--- src/hw/rtl/fcr_pkg.sv ---
// Shared types, constants and the CRC byte step of the framed chunk receiver.
package fcr_pkg;

    localparam int MAX_CHUNK_LEN = 256;
    localparam int SIZE_BITS     = 24;
    localparam int HDR_BYTES     = 16;
    localparam int LEFT_W        = $clog2(MAX_CHUNK_LEN + 1);
    localparam int IDX_W         = $clog2(HDR_BYTES);
    localparam int CFG_IDX_W     = 1;
    localparam int CFG_W         = 32;

    localparam logic [31:0] CRC_POLY = 32'hEDB8_8320;
    localparam logic [31:0] CRC_INIT = 32'hFFFF_FFFF;

    // Header magic "P2RF", first byte in lane 0.
    localparam logic [3:0][7:0] MAGIC = {8'h46, 8'h52, 8'h32, 8'h50};

    localparam logic [CFG_IDX_W-1:0] CFG_EXPECTED_SIZE = 1'b0;
    localparam logic [CFG_IDX_W-1:0] CFG_EXPECTED_CRC  = 1'b1;

    typedef enum logic [1:0] {
        PH_FINISHED = 2'd0,
        PH_HEADER   = 2'd1,
        PH_PAYLOAD  = 2'd2
    } t_phase;

    typedef enum logic [3:0] {
        ST_BUSY      = 4'd0,
        ST_CHUNK_OK  = 4'd1,
        ST_DONE      = 4'd2,
        ST_MAGIC     = 4'd3,
        ST_SEQ       = 4'd4,
        ST_LEN       = 4'd5,
        ST_CRC_CHUNK = 4'd6,
        ST_CRC_TOTAL = 4'd7,
        ST_IGNORED   = 4'd8
    } t_status;

    typedef struct packed {
        logic       func;
        logic [7:0] data_byte;
    } t_item;

    typedef struct packed {
        logic                 payload_valid;
        logic [7:0]           payload_byte;
        t_status              status;
        logic [SIZE_BITS-1:0] chunk_sequence;
        logic [SIZE_BITS-1:0] bytes_received;
    } t_result;

    // Reflected CRC-32 update by one byte, bit steps unrolled.
    function automatic logic [31:0] crc_byte(input logic [31:0] crc, input logic [7:0] b);
        logic [31:0] c;
        c = crc ^ {24'd0, b};
        for (int i = 0; i < 8; i++) begin
            c = (c >> 1) ^ (c[0] ? CRC_POLY : 32'd0);
        end
        return c;
    endfunction

endpackage

--- src/hw/rtl/fcr_in_if.sv ---
// Input channel: link beats carrying a function code and a byte.
interface fcr_in_if;
    logic       valid;
    logic       ready;
    logic       func;
    logic [7:0] data_byte;

    modport source (output valid, output func, output data_byte, input ready);
    modport sink   (input valid, input func, input data_byte, output ready);
endinterface

--- src/hw/rtl/fcr_out_if.sv ---
// Result channel: forwarded payload byte, status and progress counters.
interface fcr_out_if;
    logic        valid;
    logic        ready;
    logic        payload_valid;
    logic [7:0]  payload_byte;
    logic [3:0]  status;
    logic [23:0] chunk_sequence;
    logic [23:0] bytes_received;

    modport source (output valid, output payload_valid, output payload_byte, output status,
                    output chunk_sequence, output bytes_received, input ready);
    modport sink   (input valid, input payload_valid, input payload_byte, input status,
                    input chunk_sequence, input bytes_received, output ready);
endinterface

--- src/hw/rtl/fcr_in_stage.sv ---
// Input register stage that captures one link beat per cycle while not stalled.
module fcr_in_stage (
    input  logic          i_clk,
    input  logic          i_rst_n,
    fcr_in_if.sink        i_in,
    input  logic          i_advance,
    output logic          o_valid,
    output fcr_pkg::t_item o_item
);

    logic           r_valid;
    fcr_pkg::t_item r_item;

    assign i_in.ready = !r_valid || i_advance;

    always_ff @(posedge i_clk) begin
        if (!i_rst_n) begin
            r_valid <= 1'b0;
        end else if (i_in.ready) begin
            r_valid <= i_in.valid;
        end
    end

    always_ff @(posedge i_clk) begin
        if (i_in.ready && i_in.valid) begin
            r_item.func      <= i_in.func;
            r_item.data_byte <= i_in.data_byte;
        end
    end

    assign o_valid = r_valid;
    assign o_item  = r_item;

endmodule

--- src/hw/rtl/fcr_deframer.sv ---
// Deframing state: header parse, length and sequence checks, CRCs and counters.
module fcr_deframer (
    input  logic                            i_clk,
    input  logic                            i_rst_n,
    input  logic                            i_fire,
    input  fcr_pkg::t_item                  i_item,
    input  logic [fcr_pkg::SIZE_BITS-1:0]   i_expected_size,
    input  logic [31:0]                     i_expected_crc,
    output fcr_pkg::t_result                o_result
);

    fcr_pkg::t_phase                r_phase,      n_phase;
    logic [fcr_pkg::IDX_W-1:0]      r_hdr_idx,    n_hdr_idx;
    logic                           r_magic_ok,   n_magic_ok;
    logic [31:0]                    r_hdr_seq,    n_hdr_seq;
    logic [31:0]                    r_hdr_len,    n_hdr_len;
    logic [31:0]                    r_hdr_crc,    n_hdr_crc;
    logic [fcr_pkg::LEFT_W-1:0]     r_left,       n_left;
    logic [fcr_pkg::SIZE_BITS-1:0]  r_next_seq,   n_next_seq;
    logic [fcr_pkg::SIZE_BITS-1:0]  r_received,   n_received;
    logic [31:0]                    r_crc_chunk,  n_crc_chunk;
    logic [31:0]                    r_crc_total,  n_crc_total;

    logic [31:0]                    crc_c;
    logic [31:0]                    crc_f;
    logic [fcr_pkg::SIZE_BITS-1:0]  bytes_open;
    fcr_pkg::t_status               status;
    logic                           pay_valid;
    logic [7:0]                     b;

    assign b     = i_item.data_byte;
    assign crc_c = fcr_pkg::crc_byte(r_crc_chunk, b);
    assign crc_f = fcr_pkg::crc_byte(r_crc_total, b);
    assign bytes_open = (i_expected_size > r_received) ? (i_expected_size - r_received)
                                                       : '0;

    always_comb begin
        n_phase     = r_phase;
        n_hdr_idx   = r_hdr_idx;
        n_magic_ok  = r_magic_ok;
        n_hdr_seq   = r_hdr_seq;
        n_hdr_len   = r_hdr_len;
        n_hdr_crc   = r_hdr_crc;
        n_left      = r_left;
        n_next_seq  = r_next_seq;
        n_received  = r_received;
        n_crc_chunk = r_crc_chunk;
        n_crc_total = r_crc_total;
        status      = fcr_pkg::ST_BUSY;
        pay_valid   = 1'b0;

        if (!i_item.func) begin
            // A start abandons whatever was in flight.
            n_phase     = fcr_pkg::PH_HEADER;
            n_hdr_idx   = '0;
            n_magic_ok  = 1'b1;
            n_hdr_seq   = '0;
            n_hdr_len   = '0;
            n_hdr_crc   = '0;
            n_left      = '0;
            n_next_seq  = '0;
            n_received  = '0;
            n_crc_chunk = fcr_pkg::CRC_INIT;
            n_crc_total = fcr_pkg::CRC_INIT;
            if (i_expected_size == '0) begin
                n_phase = fcr_pkg::PH_FINISHED;
                status  = (i_expected_crc == 32'd0) ? fcr_pkg::ST_DONE
                                                    : fcr_pkg::ST_CRC_TOTAL;
            end
        end else begin
            case (r_phase)
                fcr_pkg::PH_HEADER: begin
                    if (r_hdr_idx < fcr_pkg::IDX_W'(4)) begin
                        if (b != fcr_pkg::MAGIC[r_hdr_idx[1:0]]) begin
                            n_magic_ok = 1'b0;
                        end
                    end else if (r_hdr_idx < fcr_pkg::IDX_W'(8)) begin
                        n_hdr_seq = {b, r_hdr_seq[31:8]};
                    end else if (r_hdr_idx < fcr_pkg::IDX_W'(12)) begin
                        n_hdr_len = {b, r_hdr_len[31:8]};
                    end else begin
                        n_hdr_crc = {b, r_hdr_crc[31:8]};
                    end

                    if (r_hdr_idx != fcr_pkg::IDX_W'(fcr_pkg::HDR_BYTES - 1)) begin
                        n_hdr_idx = r_hdr_idx + 1'b1;
                    end else begin
                        // Last header byte: magic, sequence and length are complete.
                        n_hdr_idx = '0;
                        if (!r_magic_ok) begin
                            n_phase = fcr_pkg::PH_FINISHED;
                            status  = fcr_pkg::ST_MAGIC;
                        end else if (r_hdr_seq != 32'(r_next_seq)) begin
                            n_phase = fcr_pkg::PH_FINISHED;
                            status  = fcr_pkg::ST_SEQ;
                        end else if (r_hdr_len == 32'd0 ||
                                     r_hdr_len > 32'(fcr_pkg::MAX_CHUNK_LEN) ||
                                     r_hdr_len > 32'(bytes_open)) begin
                            n_phase = fcr_pkg::PH_FINISHED;
                            status  = fcr_pkg::ST_LEN;
                        end else begin
                            n_left      = r_hdr_len[fcr_pkg::LEFT_W-1:0];
                            n_crc_chunk = fcr_pkg::CRC_INIT;
                            n_phase     = fcr_pkg::PH_PAYLOAD;
                        end
                    end
                end

                fcr_pkg::PH_PAYLOAD: begin
                    pay_valid   = 1'b1;
                    n_crc_chunk = crc_c;
                    n_crc_total = crc_f;
                    if (r_left != '0) begin
                        n_left = r_left - 1'b1;
                    end
                    if (n_left == '0) begin
                        if ((crc_c ^ fcr_pkg::CRC_INIT) != r_hdr_crc) begin
                            n_phase = fcr_pkg::PH_FINISHED;
                            status  = fcr_pkg::ST_CRC_CHUNK;
                        end else begin
                            n_received = r_received +
                                fcr_pkg::SIZE_BITS'(r_hdr_len[fcr_pkg::LEFT_W-1:0]);
                            n_next_seq = r_next_seq + 1'b1;
                            n_magic_ok = 1'b1;
                            n_hdr_idx  = '0;
                            if (n_received >= i_expected_size) begin
                                n_phase = fcr_pkg::PH_FINISHED;
                                status  = ((crc_f ^ fcr_pkg::CRC_INIT) == i_expected_crc)
                                          ? fcr_pkg::ST_DONE : fcr_pkg::ST_CRC_TOTAL;
                            end else begin
                                n_phase = fcr_pkg::PH_HEADER;
                                status  = fcr_pkg::ST_CHUNK_OK;
                            end
                        end
                    end
                end

                default: begin
                    status = fcr_pkg::ST_IGNORED;
                end
            endcase
        end
    end

    always_ff @(posedge i_clk) begin
        if (!i_rst_n) begin
            r_phase     <= fcr_pkg::PH_FINISHED;
            r_hdr_idx   <= '0;
            r_magic_ok  <= 1'b1;
            r_hdr_seq   <= '0;
            r_hdr_len   <= '0;
            r_hdr_crc   <= '0;
            r_left      <= '0;
            r_next_seq  <= '0;
            r_received  <= '0;
            r_crc_chunk <= fcr_pkg::CRC_INIT;
            r_crc_total <= fcr_pkg::CRC_INIT;
        end else if (i_fire) begin
            r_phase     <= n_phase;
            r_hdr_idx   <= n_hdr_idx;
            r_magic_ok  <= n_magic_ok;
            r_hdr_seq   <= n_hdr_seq;
            r_hdr_len   <= n_hdr_len;
            r_hdr_crc   <= n_hdr_crc;
            r_left      <= n_left;
            r_next_seq  <= n_next_seq;
            r_received  <= n_received;
            r_crc_chunk <= n_crc_chunk;
            r_crc_total <= n_crc_total;
        end
    end

    assign o_result.payload_valid  = pay_valid;
    assign o_result.payload_byte   = pay_valid ? b : 8'd0;
    assign o_result.status         = status;
    assign o_result.chunk_sequence = n_next_seq;
    assign o_result.bytes_received = n_received;

`ifndef SYNTH
    // Any end status leaves the block finished until the next start.
    a_end_is_sticky: assert property (@(posedge i_clk) disable iff (!i_rst_n)
        (i_fire && status != fcr_pkg::ST_BUSY && status != fcr_pkg::ST_CHUNK_OK)
        |=> (r_phase == fcr_pkg::PH_FINISHED))
        else $error("block not finished after an end status");

    // A chunk in progress always has payload bytes outstanding.
    a_payload_left: assert property (@(posedge i_clk) disable iff (!i_rst_n)
        (r_phase == fcr_pkg::PH_PAYLOAD) |-> (r_left != '0))
        else $error("payload phase with no bytes left");

    // Apart from a start, the committed byte count moves only when a chunk is verified.
    a_count_moves_on_verify: assert property (@(posedge i_clk) disable iff (!i_rst_n)
        (i_fire && i_item.func && status != fcr_pkg::ST_CHUNK_OK &&
         status != fcr_pkg::ST_DONE && status != fcr_pkg::ST_CRC_TOTAL)
        |=> $stable(r_received))
        else $error("received count changed without a verified chunk");

    // The header index only runs while a header is being parsed.
    a_idx_idle: assert property (@(posedge i_clk) disable iff (!i_rst_n)
        (r_phase == fcr_pkg::PH_PAYLOAD) |-> (r_hdr_idx == '0))
        else $error("header index not cleared during payload");
`endif

endmodule

--- src/hw/rtl/framed_chunk_receiver_core.sv ---
// A beat is held in the input register, then its result in the result register.
// Throughput: one beat per cycle; the CRC byte step, header checks and counter
// updates all sit in the single stage between the input and result registers.
// Back-pressure on the result channel stalls both registers together.
// Reset (synchronous, active low) empties both stages, zeroes the configuration
// registers and leaves the deframer finished, so link bytes report ignored.
module framed_chunk_receiver_core (
    input  logic                            i_clk,
    input  logic                            i_rst_n,
    fcr_in_if.sink                          i_in,
    fcr_out_if.source                       o_out,
    input  logic                            i_cfg_we,
    input  logic [fcr_pkg::CFG_IDX_W-1:0]   i_cfg_index,
    input  logic [fcr_pkg::CFG_W-1:0]       i_cfg_data
);

    logic [fcr_pkg::SIZE_BITS-1:0] r_expected_size;
    logic [31:0]                   r_expected_crc;

    logic             advance;
    logic             s_valid;
    logic             fire;
    fcr_pkg::t_item   s_item;
    fcr_pkg::t_result s_result;

    logic             r_out_valid;
    fcr_pkg::t_result r_out;

    always_ff @(posedge i_clk) begin
        if (!i_rst_n) begin
            r_expected_size <= '0;
            r_expected_crc  <= '0;
        end else if (i_cfg_we) begin
            case (i_cfg_index)
                fcr_pkg::CFG_EXPECTED_SIZE: r_expected_size <= i_cfg_data[fcr_pkg::SIZE_BITS-1:0];
                fcr_pkg::CFG_EXPECTED_CRC:  r_expected_crc  <= i_cfg_data[31:0];
                default: begin
                end
            endcase
        end
    end

    // The result register frees up when empty or when its beat is taken.
    assign advance = !r_out_valid || o_out.ready;
    assign fire    = s_valid && advance;

    fcr_in_stage u_in_stage (
        .i_clk     (i_clk),
        .i_rst_n   (i_rst_n),
        .i_in      (i_in),
        .i_advance (advance),
        .o_valid   (s_valid),
        .o_item    (s_item)
    );

    fcr_deframer u_deframer (
        .i_clk           (i_clk),
        .i_rst_n         (i_rst_n),
        .i_fire          (fire),
        .i_item          (s_item),
        .i_expected_size (r_expected_size),
        .i_expected_crc  (r_expected_crc),
        .o_result        (s_result)
    );

    always_ff @(posedge i_clk) begin
        if (!i_rst_n) begin
            r_out_valid <= 1'b0;
        end else if (advance) begin
            r_out_valid <= s_valid;
        end
    end

    always_ff @(posedge i_clk) begin
        if (fire) begin
            r_out <= s_result;
        end
    end

    assign o_out.valid          = r_out_valid;
    assign o_out.payload_valid  = r_out.payload_valid;
    assign o_out.payload_byte   = r_out.payload_byte;
    assign o_out.status         = r_out.status;
    assign o_out.chunk_sequence = r_out.chunk_sequence;
    assign o_out.bytes_received = r_out.bytes_received;

endmodule
--- src/flat_wrapper.sv ---
// flat-port wrapper written by rule: the top's interface ports become plain ports
module framed_chunk_receiver_core_flat 
  (i_clk, i_rst_n, i_cfg_we, i_cfg_index, i_cfg_data, i_in_valid, i_in_func, i_in_data_byte, i_in_ready, o_out_valid, o_out_payload_valid, o_out_payload_byte, o_out_status, o_out_chunk_sequence, o_out_bytes_received, o_out_ready);
  fcr_in_if i_in_i ();
  fcr_out_if o_out_i ();
  input  logic i_clk;
  input  logic i_rst_n;
  input  logic i_cfg_we;
  input  logic [fcr_pkg::CFG_IDX_W-1:0] i_cfg_index;
  input  logic [fcr_pkg::CFG_W-1:0] i_cfg_data;
  input wire logic [$bits(i_in_i.valid)-1:0] i_in_valid;
  input wire logic [$bits(i_in_i.func)-1:0] i_in_func;
  input wire logic [$bits(i_in_i.data_byte)-1:0] i_in_data_byte;
  output wire logic [$bits(i_in_i.ready)-1:0] i_in_ready;
  output wire logic [$bits(o_out_i.valid)-1:0] o_out_valid;
  output wire logic [$bits(o_out_i.payload_valid)-1:0] o_out_payload_valid;
  output wire logic [$bits(o_out_i.payload_byte)-1:0] o_out_payload_byte;
  output wire logic [$bits(o_out_i.status)-1:0] o_out_status;
  output wire logic [$bits(o_out_i.chunk_sequence)-1:0] o_out_chunk_sequence;
  output wire logic [$bits(o_out_i.bytes_received)-1:0] o_out_bytes_received;
  input wire logic [$bits(o_out_i.ready)-1:0] o_out_ready;
  assign i_in_i.valid = i_in_valid;
  assign i_in_i.func = i_in_func;
  assign i_in_i.data_byte = i_in_data_byte;
  assign i_in_ready = i_in_i.ready;
  assign o_out_valid = o_out_i.valid;
  assign o_out_payload_valid = o_out_i.payload_valid;
  assign o_out_payload_byte = o_out_i.payload_byte;
  assign o_out_status = o_out_i.status;
  assign o_out_chunk_sequence = o_out_i.chunk_sequence;
  assign o_out_bytes_received = o_out_i.bytes_received;
  assign o_out_i.ready = o_out_ready;
  framed_chunk_receiver_core u_core (.i_clk(i_clk), .i_rst_n(i_rst_n), .i_in(i_in_i), .o_out(o_out_i), .i_cfg_we(i_cfg_we), .i_cfg_index(i_cfg_index), .i_cfg_data(i_cfg_data));
endmodule
--- config.mk ---
export PLATFORM = sky130hd
export DESIGN_NAME = framed_chunk_receiver_core_flat
export DESIGN_NICKNAME = d
export VERILOG_FILES = /design/src/hw/rtl/fcr_pkg.sv /design/src/hw/rtl/fcr_in_if.sv /design/src/hw/rtl/fcr_out_if.sv /design/src/hw/rtl/fcr_in_stage.sv /design/src/hw/rtl/fcr_deframer.sv /design/src/hw/rtl/framed_chunk_receiver_core.sv /design/src/flat_wrapper.sv
export SDC_FILE = /design/constraint.sdc
export NUM_CORES = 1
export LEC_CHECK = 0
export BUFFER_PORTS_ARGS = -buffer_cell sky130_fd_sc_hd__buf_2
export CAP_MARGIN = 0
export CORE_MARGIN = 5
export CORE_UTILIZATION = 55
export CTS_BUF_LIST = sky130_fd_sc_hd__clkbuf_8
export CTS_CLUSTER_SIZE = 28
export DETAILED_ROUTE_END_ITERATION = 7
export GPL_TIMING_DRIVEN = 0
export PLACE_DENSITY = 0.76
export SLEW_MARGIN = 20
export SYNTH_ARGS = -nofsm -noshare
export SYNTH_HDL_FRONTEND = slang
export SYNTH_SLANG_ARGS = --single-unit
--- constraint.sdc ---
create_clock -name i_clk -period 4.6 [get_ports i_clk]
set_input_delay 0.46 -clock i_clk [delete_from_list [all_inputs] [get_ports i_clk]]
set_output_delay 0.46 -clock i_clk [all_outputs]
set_load 0.03 [all_outputs]
# After elaboration in Yosys (flattened, before gate mapping)
# Index checks and enable logic that the tools add are counted.
[classes]
n_addsub = 5
n_lt_le_gt_ge = 8
eq_ne = 23
mux = 93
bitwise_logic = 21
n_reduce_logical = 23
[ops]
columns = ["op", "count"]
rows = [
  ["$mux W32", 37],
  ["$xor A31 B32 Y32", 16],
  ["$mux W24", 9],
  ["$mux W9", 8],
  ["$logic_not A32 Y1", 2],
  ["$not A32 Y32", 2],
  ["$pmux W32 S2", 1],
  ["$xor A32 B8 Y32", 2],
  ["$eq A32 B32 Y1", 1],
  ["$gt A32 B24 Y1", 1],
  ["$gt A32 B9 Y1 const B", 1],
  ["$ne A32 B24 Y1", 1],
  ["$ne A32 B32 Y1", 1],
  ["$mux W3", 9],
  ["$ne A3 B3 Y1 const B", 9],
  ["$add A24 B1 Y24 const B", 1],
  ["$add A24 B9 Y24", 1],
  ["$ge A24 B24 Y1", 1],
  ["$gt A24 B24 Y1", 1],
  ["$logic_not A24 Y1", 1],
  ["$mux W4", 6],
  ["$sub A24 B24 Y24", 1],
  ["$pmux W9 S2", 1],
  ["$bmux W8 S2", 1],
  ["26 further kinds", 59],
]
[totals]
regBits = 352
in_bits = 47
output_inout_bits = 63
elab_cells = 195

# Depth between registers and ports, before layout
# Gate-level depths: netlist of the first run.
[logic_depth]
word_depth = 25
mapped_depth = 28
depth_no_buf = 25

# Hierarchy
# From an unflattened synthesis of the first run, not the netlist that was laid out.
[hier_totals]
hier_cells = 2379
area_unflattened_um2 = 20642.3
[modules_own_cells]
columns = ["mod", "n_inst", "cells_each", "area_per_inst_um2", "seq_area_each_um2"]
rows = [
  ["fcr_deframer", 1, 2078, 16280.6, 4484.3],
  ["framed_chunk_receiver_core", 1, 287, 4033.9, 2972.9],
  ["fcr_in_stage", 1, 14, 327.8, 290.3],
]

# Worst setup path after synthesis of the first run
# Ideal clock, no wire load.
[synth_path]
path_kind = "register to register"
from = "register u_core.r_expected_size[0] (netlist bit)"
to = "register u_core.u_deframer.r_left[0] (netlist bit)"
setup_time_ns = 0.116
arrival_ns = 4.964
t_required_ns = 4.484
setup_slack_ns = -0.480
path_stages_with_launch = 29
path_buffers = 3
period_less_slack_ns = 5.080
path_cell_list = "dfxtp_1 -> inv_1 -> ha_1 -> inv_1 -> fa_1 -> a21o_1 -> a21o_1 -> a21boi_0 -> o31ai_1 -> a21oi_1 -> o211ai_1 -> a31oi_1 -> nand4b_1 -> a21oi_1 -> clkbuf_1 -> nand2_1 -> ha_1 -> a21o_1 -> a21o_1 -> a21oi_1 -> o211ai_1 -> o21a_1 -> nor3_1 -> a31o_2 -> and2_1 -> clkbuf_1 -> clkbuf_1 -> o21ai_0 -> a31o_2"
[synth_via]
elab_chain_len = 6
elab_cells_between_ends = 7
classes_between = "add/sub (1); order compare (2); eq/ne (1); mux (1); reduce/logical (2)"
[synth_lines]
columns = ["item", "line_no", "rtl"]
rows = [
  ["from (decl)", "framed_chunk_receiver_core.sv:17", "logic [fcr_pkg::SIZE_BITS-1:0] r_expected_size;"],
  ["from (signal assigned)", "framed_chunk_receiver_core.sv:35", "fcr_pkg::CFG_EXPECTED_SIZE: r_expected_size <= i_cfg_data[fcr_pkg::SIZE_BITS-1:0];"],
  ["$sub A24 B24 Y24 or $gt A24 B24 Y1 (tied branches)", "fcr_deframer.sv:34", "assign bytes_open = (i_expected_size > r_received) ? (i_expected_size - r_received)"],
  ["$mux W24 *", "fcr_deframer.sv:34", ""],
  ["$gt A32 B24 Y1 *", "fcr_deframer.sv:98", "r_hdr_len > 32'(bytes_open)) begin"],
  ["$logic_or A1 B1 Y1 *", "fcr_deframer.sv:97", "r_hdr_len > 32'(fcr_pkg::MAX_CHUNK_LEN) ||"],
  ["$ne A3 B3 Y1 (no line) *", "--", ""],
  ["$reduce_and A6 Y1 (no line) *", "--", ""],
  ["to (signal assigned)", "fcr_deframer.sv:165", "r_left <= n_left;"],
  ["to (decl)", "fcr_deframer.sv:18", "logic [fcr_pkg::LEFT_W-1:0] r_left, n_left;"],
]
# Mark *: on every way between the ends. The rest lies on a longest branch, timed or not.
# A chain may end at the register's enable or synchronous reset.

# Final worst setup path of the first run
[layout_path]
from = "register u_core.r_expected_size[0] (netlist bit)"
to = "register u_core.u_deframer.r_phase[1]"
[layout_via]
elab_chain_len = 10
elab_cells_between_ends = 11
classes_between = "add/sub (1); order compare (2); mux (7); reduce/logical (1)"
[layout_lines]
columns = ["item", "line_no", "rtl"]
rows = [
  ["$sub A24 B24 Y24 or $gt A24 B24 Y1 (tied branches)", "fcr_deframer.sv:34", ""],
  ["$mux W24 *", "fcr_deframer.sv:34", ""],
  ["$gt A32 B24 Y1 *", "fcr_deframer.sv:98", ""],
  ["$logic_or A1 B1 Y1 *", "fcr_deframer.sv:97", ""],
  ["$mux W2 *", "fcr_deframer.sv:96", "end else if (r_hdr_len == 32'd0 ||"],
  ["$mux W2 *", "fcr_deframer.sv:93", "end else if (r_hdr_seq != 32'(r_next_seq)) begin"],
  ["$mux W2 *", "fcr_deframer.sv:90", "if (!r_magic_ok) begin"],
  ["$mux W2 *", "fcr_deframer.sv:85", "if (r_hdr_idx != fcr_pkg::IDX_W'(fcr_pkg::HDR_BYTES - 1)) begin"],
  ["$pmux W2 S2 *", "fcr_deframer.sv:71", "case (r_phase)"],
  ["$mux W2 *", "fcr_deframer.sv:52", "if (!i_item.func) begin"],
  ["to (signal assigned)", "fcr_deframer.sv:147", "r_phase <= fcr_pkg::PH_FINISHED;"],
  ["to (signal assigned)", "fcr_deframer.sv:159", "r_phase <= n_phase;"],
  ["to (decl)", "fcr_deframer.sv:12", "fcr_pkg::t_phase r_phase, n_phase;"],
]
# Mark *: on every way between the ends. The rest lies on a longest branch, timed or not. The select of a mux whose other input is x is not followed.

==> results of run 1 <==
## path summary, 6_finish.rpt
check	startpoint	endpoint	slack (ns)	cells after the start
worst min-delay path	i_cfg_data[25]	u_core.r_expected_crc[25]	0.04	3
worst max-delay path	u_core.r_expected_size[0]	u_core.u_deframer.r_phase[1]	-0.48	26
worst min register to register	u_core.u_deframer.r_hdr_seq[1]	u_core.u_deframer.r_hdr_seq[1]	0.47	2
worst max register to register	u_core.r_expected_size[0]	u_core.u_deframer.r_phase[1]	-0.48	26
## area by class of cell
cell class | count | area [um^2] | share of cell area (%)
tap | 511 | 639 | 2.58
buffer | 150 | 776 | 3.13
timing repair buffer | 163 | 1120 | 4.52
clock inverter | 39 | 440 | 1.77
multi-input combinational | 1883 | 12800 | 51.6
sequential | 352 | 7760 | 31.3
clock buffer | 69 | 950 | 3.83
inverter | 84 | 315 | 1.27
## kinds of logic (layout without fill, tap and decap cells)
kind of cell	after synthesis	after routing	synth area share [%]
AOI/OAI and AO/OA	494	494	14.6
muxes	24	24	1.20
xor gates and xnor gates	307	307	14.7
and+or+nand+nor	966	966	22.0
adders and majority gates	92	92	5.63
DFF	352	352	37.4
buffers and inverters	236	505	4.42
## layer usage
layer	vias up	global-route usage, %	wire [um]
li1	9153	-	-
met1	9398	43.1	28500
met2	1068	51.8	31400
met3	220	6.76	6750
met4	0	12.9	3030
met5	-	0	0
## worst register-to-register path: cells and delay by family, from the launching register on
family | cells | cell delay (ns)
compound gates | 14 | 2.31
flops | 1 | 0.36
buf+inv | 5 | 0.56
fa+ha+maj | 3 | 0.65
simple gates | 4 | 1.15
## through the flow
stage	setup WS, ns	util, %
after global routing	-0.679	66.4
after global placement	-1.09	58.8
after detailed placement	-1.16	58.9
after floorplan	-0.0306	-
after CTS	-0.374	65.4
final	-0.485	66.4
## cell usage in the layout, fill, tap and decap left out, types with 26 or more instances in the layout
cell        n
nor4_1     35
o21ai_0    50
nor3_1     50
nand2_1   366
edfxtp_1   70
inv_1      91
xnor2_1   184
nor2_1    121
clkbuf_1  115
dfxtp_1   274
buf_2     120
buf_4      32
and3_1     31
o21ai_1    37
nand3_1   161
clkbuf_8   74
a21oi_1   199
o22ai_1    26
xor2_1     85
ha_1       78
nand4_1    39
## timing repair
item | 4_1_cts | 5_1_grt
endpoints found under the hold margin | 10 | 0
buffers inserted | 30 | 5
endpoints found under the setup margin | 133 | 109
hold buffers | 10 | 0
pin swaps | 41 | 16
gates cloned | 7 | 2
gates resized for setup | 143 | 74
## registers in the layout, indices dropped and copies added, names as in the netlist, 2 cells and up
register,count
u_core.r_expected_crc,32
u_core.u_deframer.r_crc_chunk,32
u_core.u_deframer.r_crc_total,32
u_core.u_deframer.r_hdr_crc,32
u_core.u_deframer.r_hdr_len,32
u_core.u_deframer.r_hdr_seq,32
u_core.o_out.bytes_received,24
u_core.o_out.chunk_sequence,24
u_core.r_expected_size,24
u_core.u_deframer.r_next_seq,24
u_core.u_deframer.r_received,24
u_core.u_deframer.r_left,9
u_core.u_in_stage.o_item,9
u_core.o_out.payload_byte,8
u_core.o_out.status,4
u_core.u_deframer.r_hdr_idx,4
u_core.u_deframer.r_phase,2
## power breakdown
part / internal, mW / switching (mW) / leakage (nW)
sequential: 3.21 / 0.0613 / 2.94
clock: 1.93 / 1.37 / 0.753
combinational: 0.692 / 1.05 / 5.67
total: 5.84 / 2.48 / 9.36
==> results.cfg, run 1 <==
[clocking]
cts_num_sinks = 352
clk_pin_slew_ns = 0.07
clockRootBuffer = clkbuf_8
clk_latency_ns = 0.68
cts_tree = built
htree_levels = 2
numCtsBuffers = 57
cts.path.max_buffers = 3

[sta]
worst_slack_ns = -0.485
period_minus_slack_ns = 5.08
finalSetupTns_ns = -17.83
drv_slew = 0
max_slew_margin_pct = 28.1
max_freq_mhz = 197
setup_violations = 45
finClkSkew_ns = 0.0312
rsz0062_at_grt = true
hold_violations = 0
fin_crit_sh_pct = 111
hold_ws_ns = 0.0386
worst_pin_slew_ns = 1.08

[layout]
fin_nets = 2830
drive_gt1_share_pct = 15.9
final_cells = 3251
syn_to_final_growth_pct = 19.9
final.fill_count = 3098
antenna_cells = 0
fin_area_um2 = 24800

[yosys]
yosysTopAreaCellShare_pct = 27.3
synth_cells = 2471
yosysWarnings = 0
synth_common_cells = nand2_1, dfxtp_1, a21oi_1
synth_cell_type_count = 81
yosysTopAreaCell = dfxtp_1
synth_fp_nets = 2610
async_flop_share_pct = 0
yosysMostFrequentCell = nand2_1
synthFlopType = dfxtp_1
synth.area.top_cells = dfxtp_1, edfxtp_1, xnor2_1
synth_seq_cells = 352
synth.cell_area_um2 = 20700
synth_edf_count = 70
syn_area_per_cell_um2 = 8.38
yosysSeqAreaShare_pct = 37.4

[die]
start_util_pct = 55.3
die_x_um = 204
rows = 71
fp.dieArea_um2 = 41600
ios = 110
placeableCoreArea_um2 = 37400
die_h_um = 204

[setup_path]
required_ns = 5.21
startpoint_type = flip-flop
critical_path.slowest_cell = or4_4
cp.arrival_ns = 5.69
crit_buf_inv = 5
crit_type = flip-flop to flip-flop
cp_common_cell = a21o_1
crit_path_end_kind = flip-flop
critPathMaxFanout = 8
cpPeakStageDelay_ns = 0.53
cp_top_family = compound AO/OA/AOI/OAI gates

[flow_run]
cap_violations = 0

[global_route]
overflow = 0
grt_pass1_vias = 19100
grt_use_total_pct = 32.3
grt_max_degree = 62
antenna_found_initial = 0
grt_pass1_wl_mm = 106

[run_status]
violations = setup timing
status = finished with violations

[place]
placed_area_um2 = 22000
dp_cells = 3092
io_buffers = 109
place.gp.congestion = 0.983
place_hpwl_mm = 50.5

[min_path]
hp-class = primary input to flip-flop

[detailed_routing]
drt_first_pass_iters = 6
postRouteAntennaNets = 0
drc = 0
drtIter0Drc = 2005
route.vias.total = 19800
vias_per_cell = 6.10
wl_mm = 69.7
post_drt_wl_per_cell_um = 21.4

[power]
ir_worst_vdd_v = 0.000298
power_mw = 8.32
power_density_nw_per_um2 = 335
leakage_nw = 9.36
Note: power is estimated with default switching activity, not from simulation.
==> inputs of run 2 (changes only) <==
--- a/config.mk
+++ b/config.mk
@@ -14,6 +14,7 @@
 export DETAILED_ROUTE_END_ITERATION = 7
 export GPL_TIMING_DRIVEN = 0
 export PLACE_DENSITY = 0.76
+export SETUP_SLACK_MARGIN = 0.3
 export SLEW_MARGIN = 20
 export SYNTH_ARGS = -nofsm -noshare
 export SYNTH_HDL_FRONTEND = slang
==> run 2 against run 1 <==
  * The run still ends with setup timing left
  * Largest power group is now sequential cells
  * Critical path type unchanged
  * Largest cell class unchanged
  * Routed wire length is 0.73% lower
  * Non-clock buffer count up 18
  * Worst hold slack got worse by 0.0038 ns
  * Clock power is 5% lower
==> results.cfg, run 2 (synthesized netlist as in run 1, its figures left out) <==
[layout]
utilization_pct = 66.5
syn_to_final_growth_pct = 20.1
final_cell_mix = nand2_1, dfxtp_1, a21oi_1, xnor2_1, nand3_1
antenna_cells = 0
drive_gt1_share_pct = 16.2
final.fill_count = 3129
fin_nets = 2851
final_common_cell = nand2_1

[global_route]
grt_pass1_wl_mm = 106
grt_pass1_vias = 18900
grtUsageMet1_pct = 43.5
grt_use_total_pct = 32.1
overflow = 0
antenna_found_initial = 2
busiest_layer = met2
grtUsageMet2_pct = 50.8
grt_max_degree = 61
gr-usage-met3_pct = 7.43

[sta]
drv_slew = 0
hold_violations = 0
hold_ws_ns = 0.0348
finClkSkew_ns = 0.0556
setup_violations = 45
fin_crit_sh_pct = 109
max_freq_mhz = 200
rsz0062_at_grt = true
period_minus_slack_ns = 5.01
worst_slack_ns = -0.409
max_slew_margin_pct = 26.7
worst_pin_slew_ns = 1.10

[detailed_routing]
drtIter0Drc = 1989
drt_first_pass_iters = 5
vias_per_cell = 6.05
wl_mm = 69.2
post_drt_wl_per_cell_um = 21.1
postRouteAntennaNets = 0
route.vias.total = 19800
drc = 0

[run_status]
status = finished with violations
violations = setup timing

[clocking]
cts_tree = built
cts_num_sinks = 352
numCtsBuffers = 60
clk_latency_ns = 0.70
clk_pin_slew_ns = 0.06
clockRootBuffer = clkbuf_8
htree_levels = 2
cts.path.max_buffers = 3

[min_path]
hp-start = i_cfg_data[28]
min_path_cells = 3
min_to = u_core.r_expected_crc[28]
hp-class = primary input to flip-flop

[die]
start_util_pct = 55.3
rows = 71
die_h_um = 204
placeableCoreArea_um2 = 37400
fp.dieArea_um2 = 41600
ios = 110
die_x_um = 204

[place]
place_hpwl_mm = 50.7
place.gp.congestion = 0.976
dp_worst_setup_slack_ns = -1.14
io_buffers = 109

[setup_path]
r2r_cells = 29
required_ns = 5.15
r2r-end = u_core.u_deframer.r_left[0]
critPathMaxFanout = 8
cpPeakStageDelay_ns = 0.36
startpoint_type = flip-flop
critical_path.slowest_cell = dfxtp_4
crit_path_end_kind = flip-flop
rrSetupSlack_ns = -0.41
crit_type = flip-flop to flip-flop
cp.arrival_ns = 5.56
r2r_start = u_core.r_expected_size[0]
cp_common_cell = a21o_1

[power]
switching_share_pct = 30.8
p_int_mw = 5.64
p_seq_share_pct = 40.2
power_density_nw_per_um2 = 328
p_comb_share_pct = 21.4
switchingPower_mw = 2.51
leakage_nw = 9.46
ir_worst_vdd_v = 0.000335
clkPwrFrac_pct = 38.4

[flow_run]
cap_violations = 0
run 2: power groups by stage:
stage	clock network, mW	registers (mW)	logic, mW
detailed placement	0	3.34	1.47
floorplan	0	3.37	1.03
global placement	0	3.34	1.44
finish	3.13	3.28	1.74
global route	3.31	3.28	1.86
CTS	3.15	3.27	1.60
run 2: worst max-delay path by stage:
stage / startpoint / end / slack (ns)
floorplan: u_core.r_expected_size[0] / u_core.u_deframer.r_left[0] / 0.003
global placement: u_core.r_expected_size[0] / u_core.u_deframer.r_crc_chunk[31] / -1.00
detailed placement: u_core.r_expected_size[0] / u_core.u_deframer.r_left[8] / -1.14
CTS: u_core.r_expected_size[0] / u_core.u_deframer.r_left[0] / -0.25
global route: u_core.u_deframer.r_received[1] / u_core.u_deframer.r_crc_chunk[28] / -0.54
finish: u_core.r_expected_size[0] / u_core.u_deframer.r_left[0] / -0.41
run 2: critical path: cells and delay by family (launching register included):
kind	cells	cell delay [ns]
adder cells (fa/ha/maj)	3	0.66
flip-flops	1	0.36
buffers and inverters	6	0.68
AND/OR/NAND/NOR	4	0.55
AO/OA/AOI/OAI	16	2.65
run 2: metal layers:
| layer | share of wire [%] | up-vias | routed length [um] |
|---|---|---|---|
| met2 | 45 | 1065 | 31000 |
| met1 | 41 | 9355 | 28200 |
| met4 | 3.7 | 4 | 2530 |
| li1 | - | 9207 | - |
| met3 | 11 | 198 | 7500 |
| met5 | 0.035 | - | 24 |
run 2: timing repair:
item | 4_1_cts | 5_1_grt
setup buffers | 32 | 23
hold buffers | 10 | 0
pin swaps | 30 | 43
gates resized for setup | 104 | 92
cloned | 3 | 1
endpoints found under the hold margin | 10 | 0
setup endpoints to repair | 145 | 104
run 2: final cells by class:
| type | count | area [um^2] | share of cell area [%] |
|---|---|---|---|
| well taps | 511 | 639 | 2.57 |
| inverters | 84 | 315 | 1.27 |
| multi-input cells | 1883 | 12900 | 51.7 |
| repair buffers | 179 | 1210 | 4.88 |
| clock buffers | 65 | 895 | 3.60 |
| plain buffers | 152 | 766 | 3.08 |
| clock inverters | 49 | 422 | 1.70 |
| flip-flops and latches | 352 | 7760 | 31.2 |
run 2: through the flow:
| step | instances | TNS, ns | power, mW | cell area [um^2] |
|---|---|---|---|---|
| finish | 3275 | -14.02 | 8.15 | 24900 |
| global route | 3275 | -21.38 | 8.45 | 24900 |
| CTS | 3251 | -8.74 | 8.03 | 24300 |
| detailed placement | 3092 | -63.00 | 4.81 | 22100 |
| global placement | 3091 | -56.61 | 4.78 | 22000 |
| floorplan | 2471 | 0 | 4.40 | 20800 |
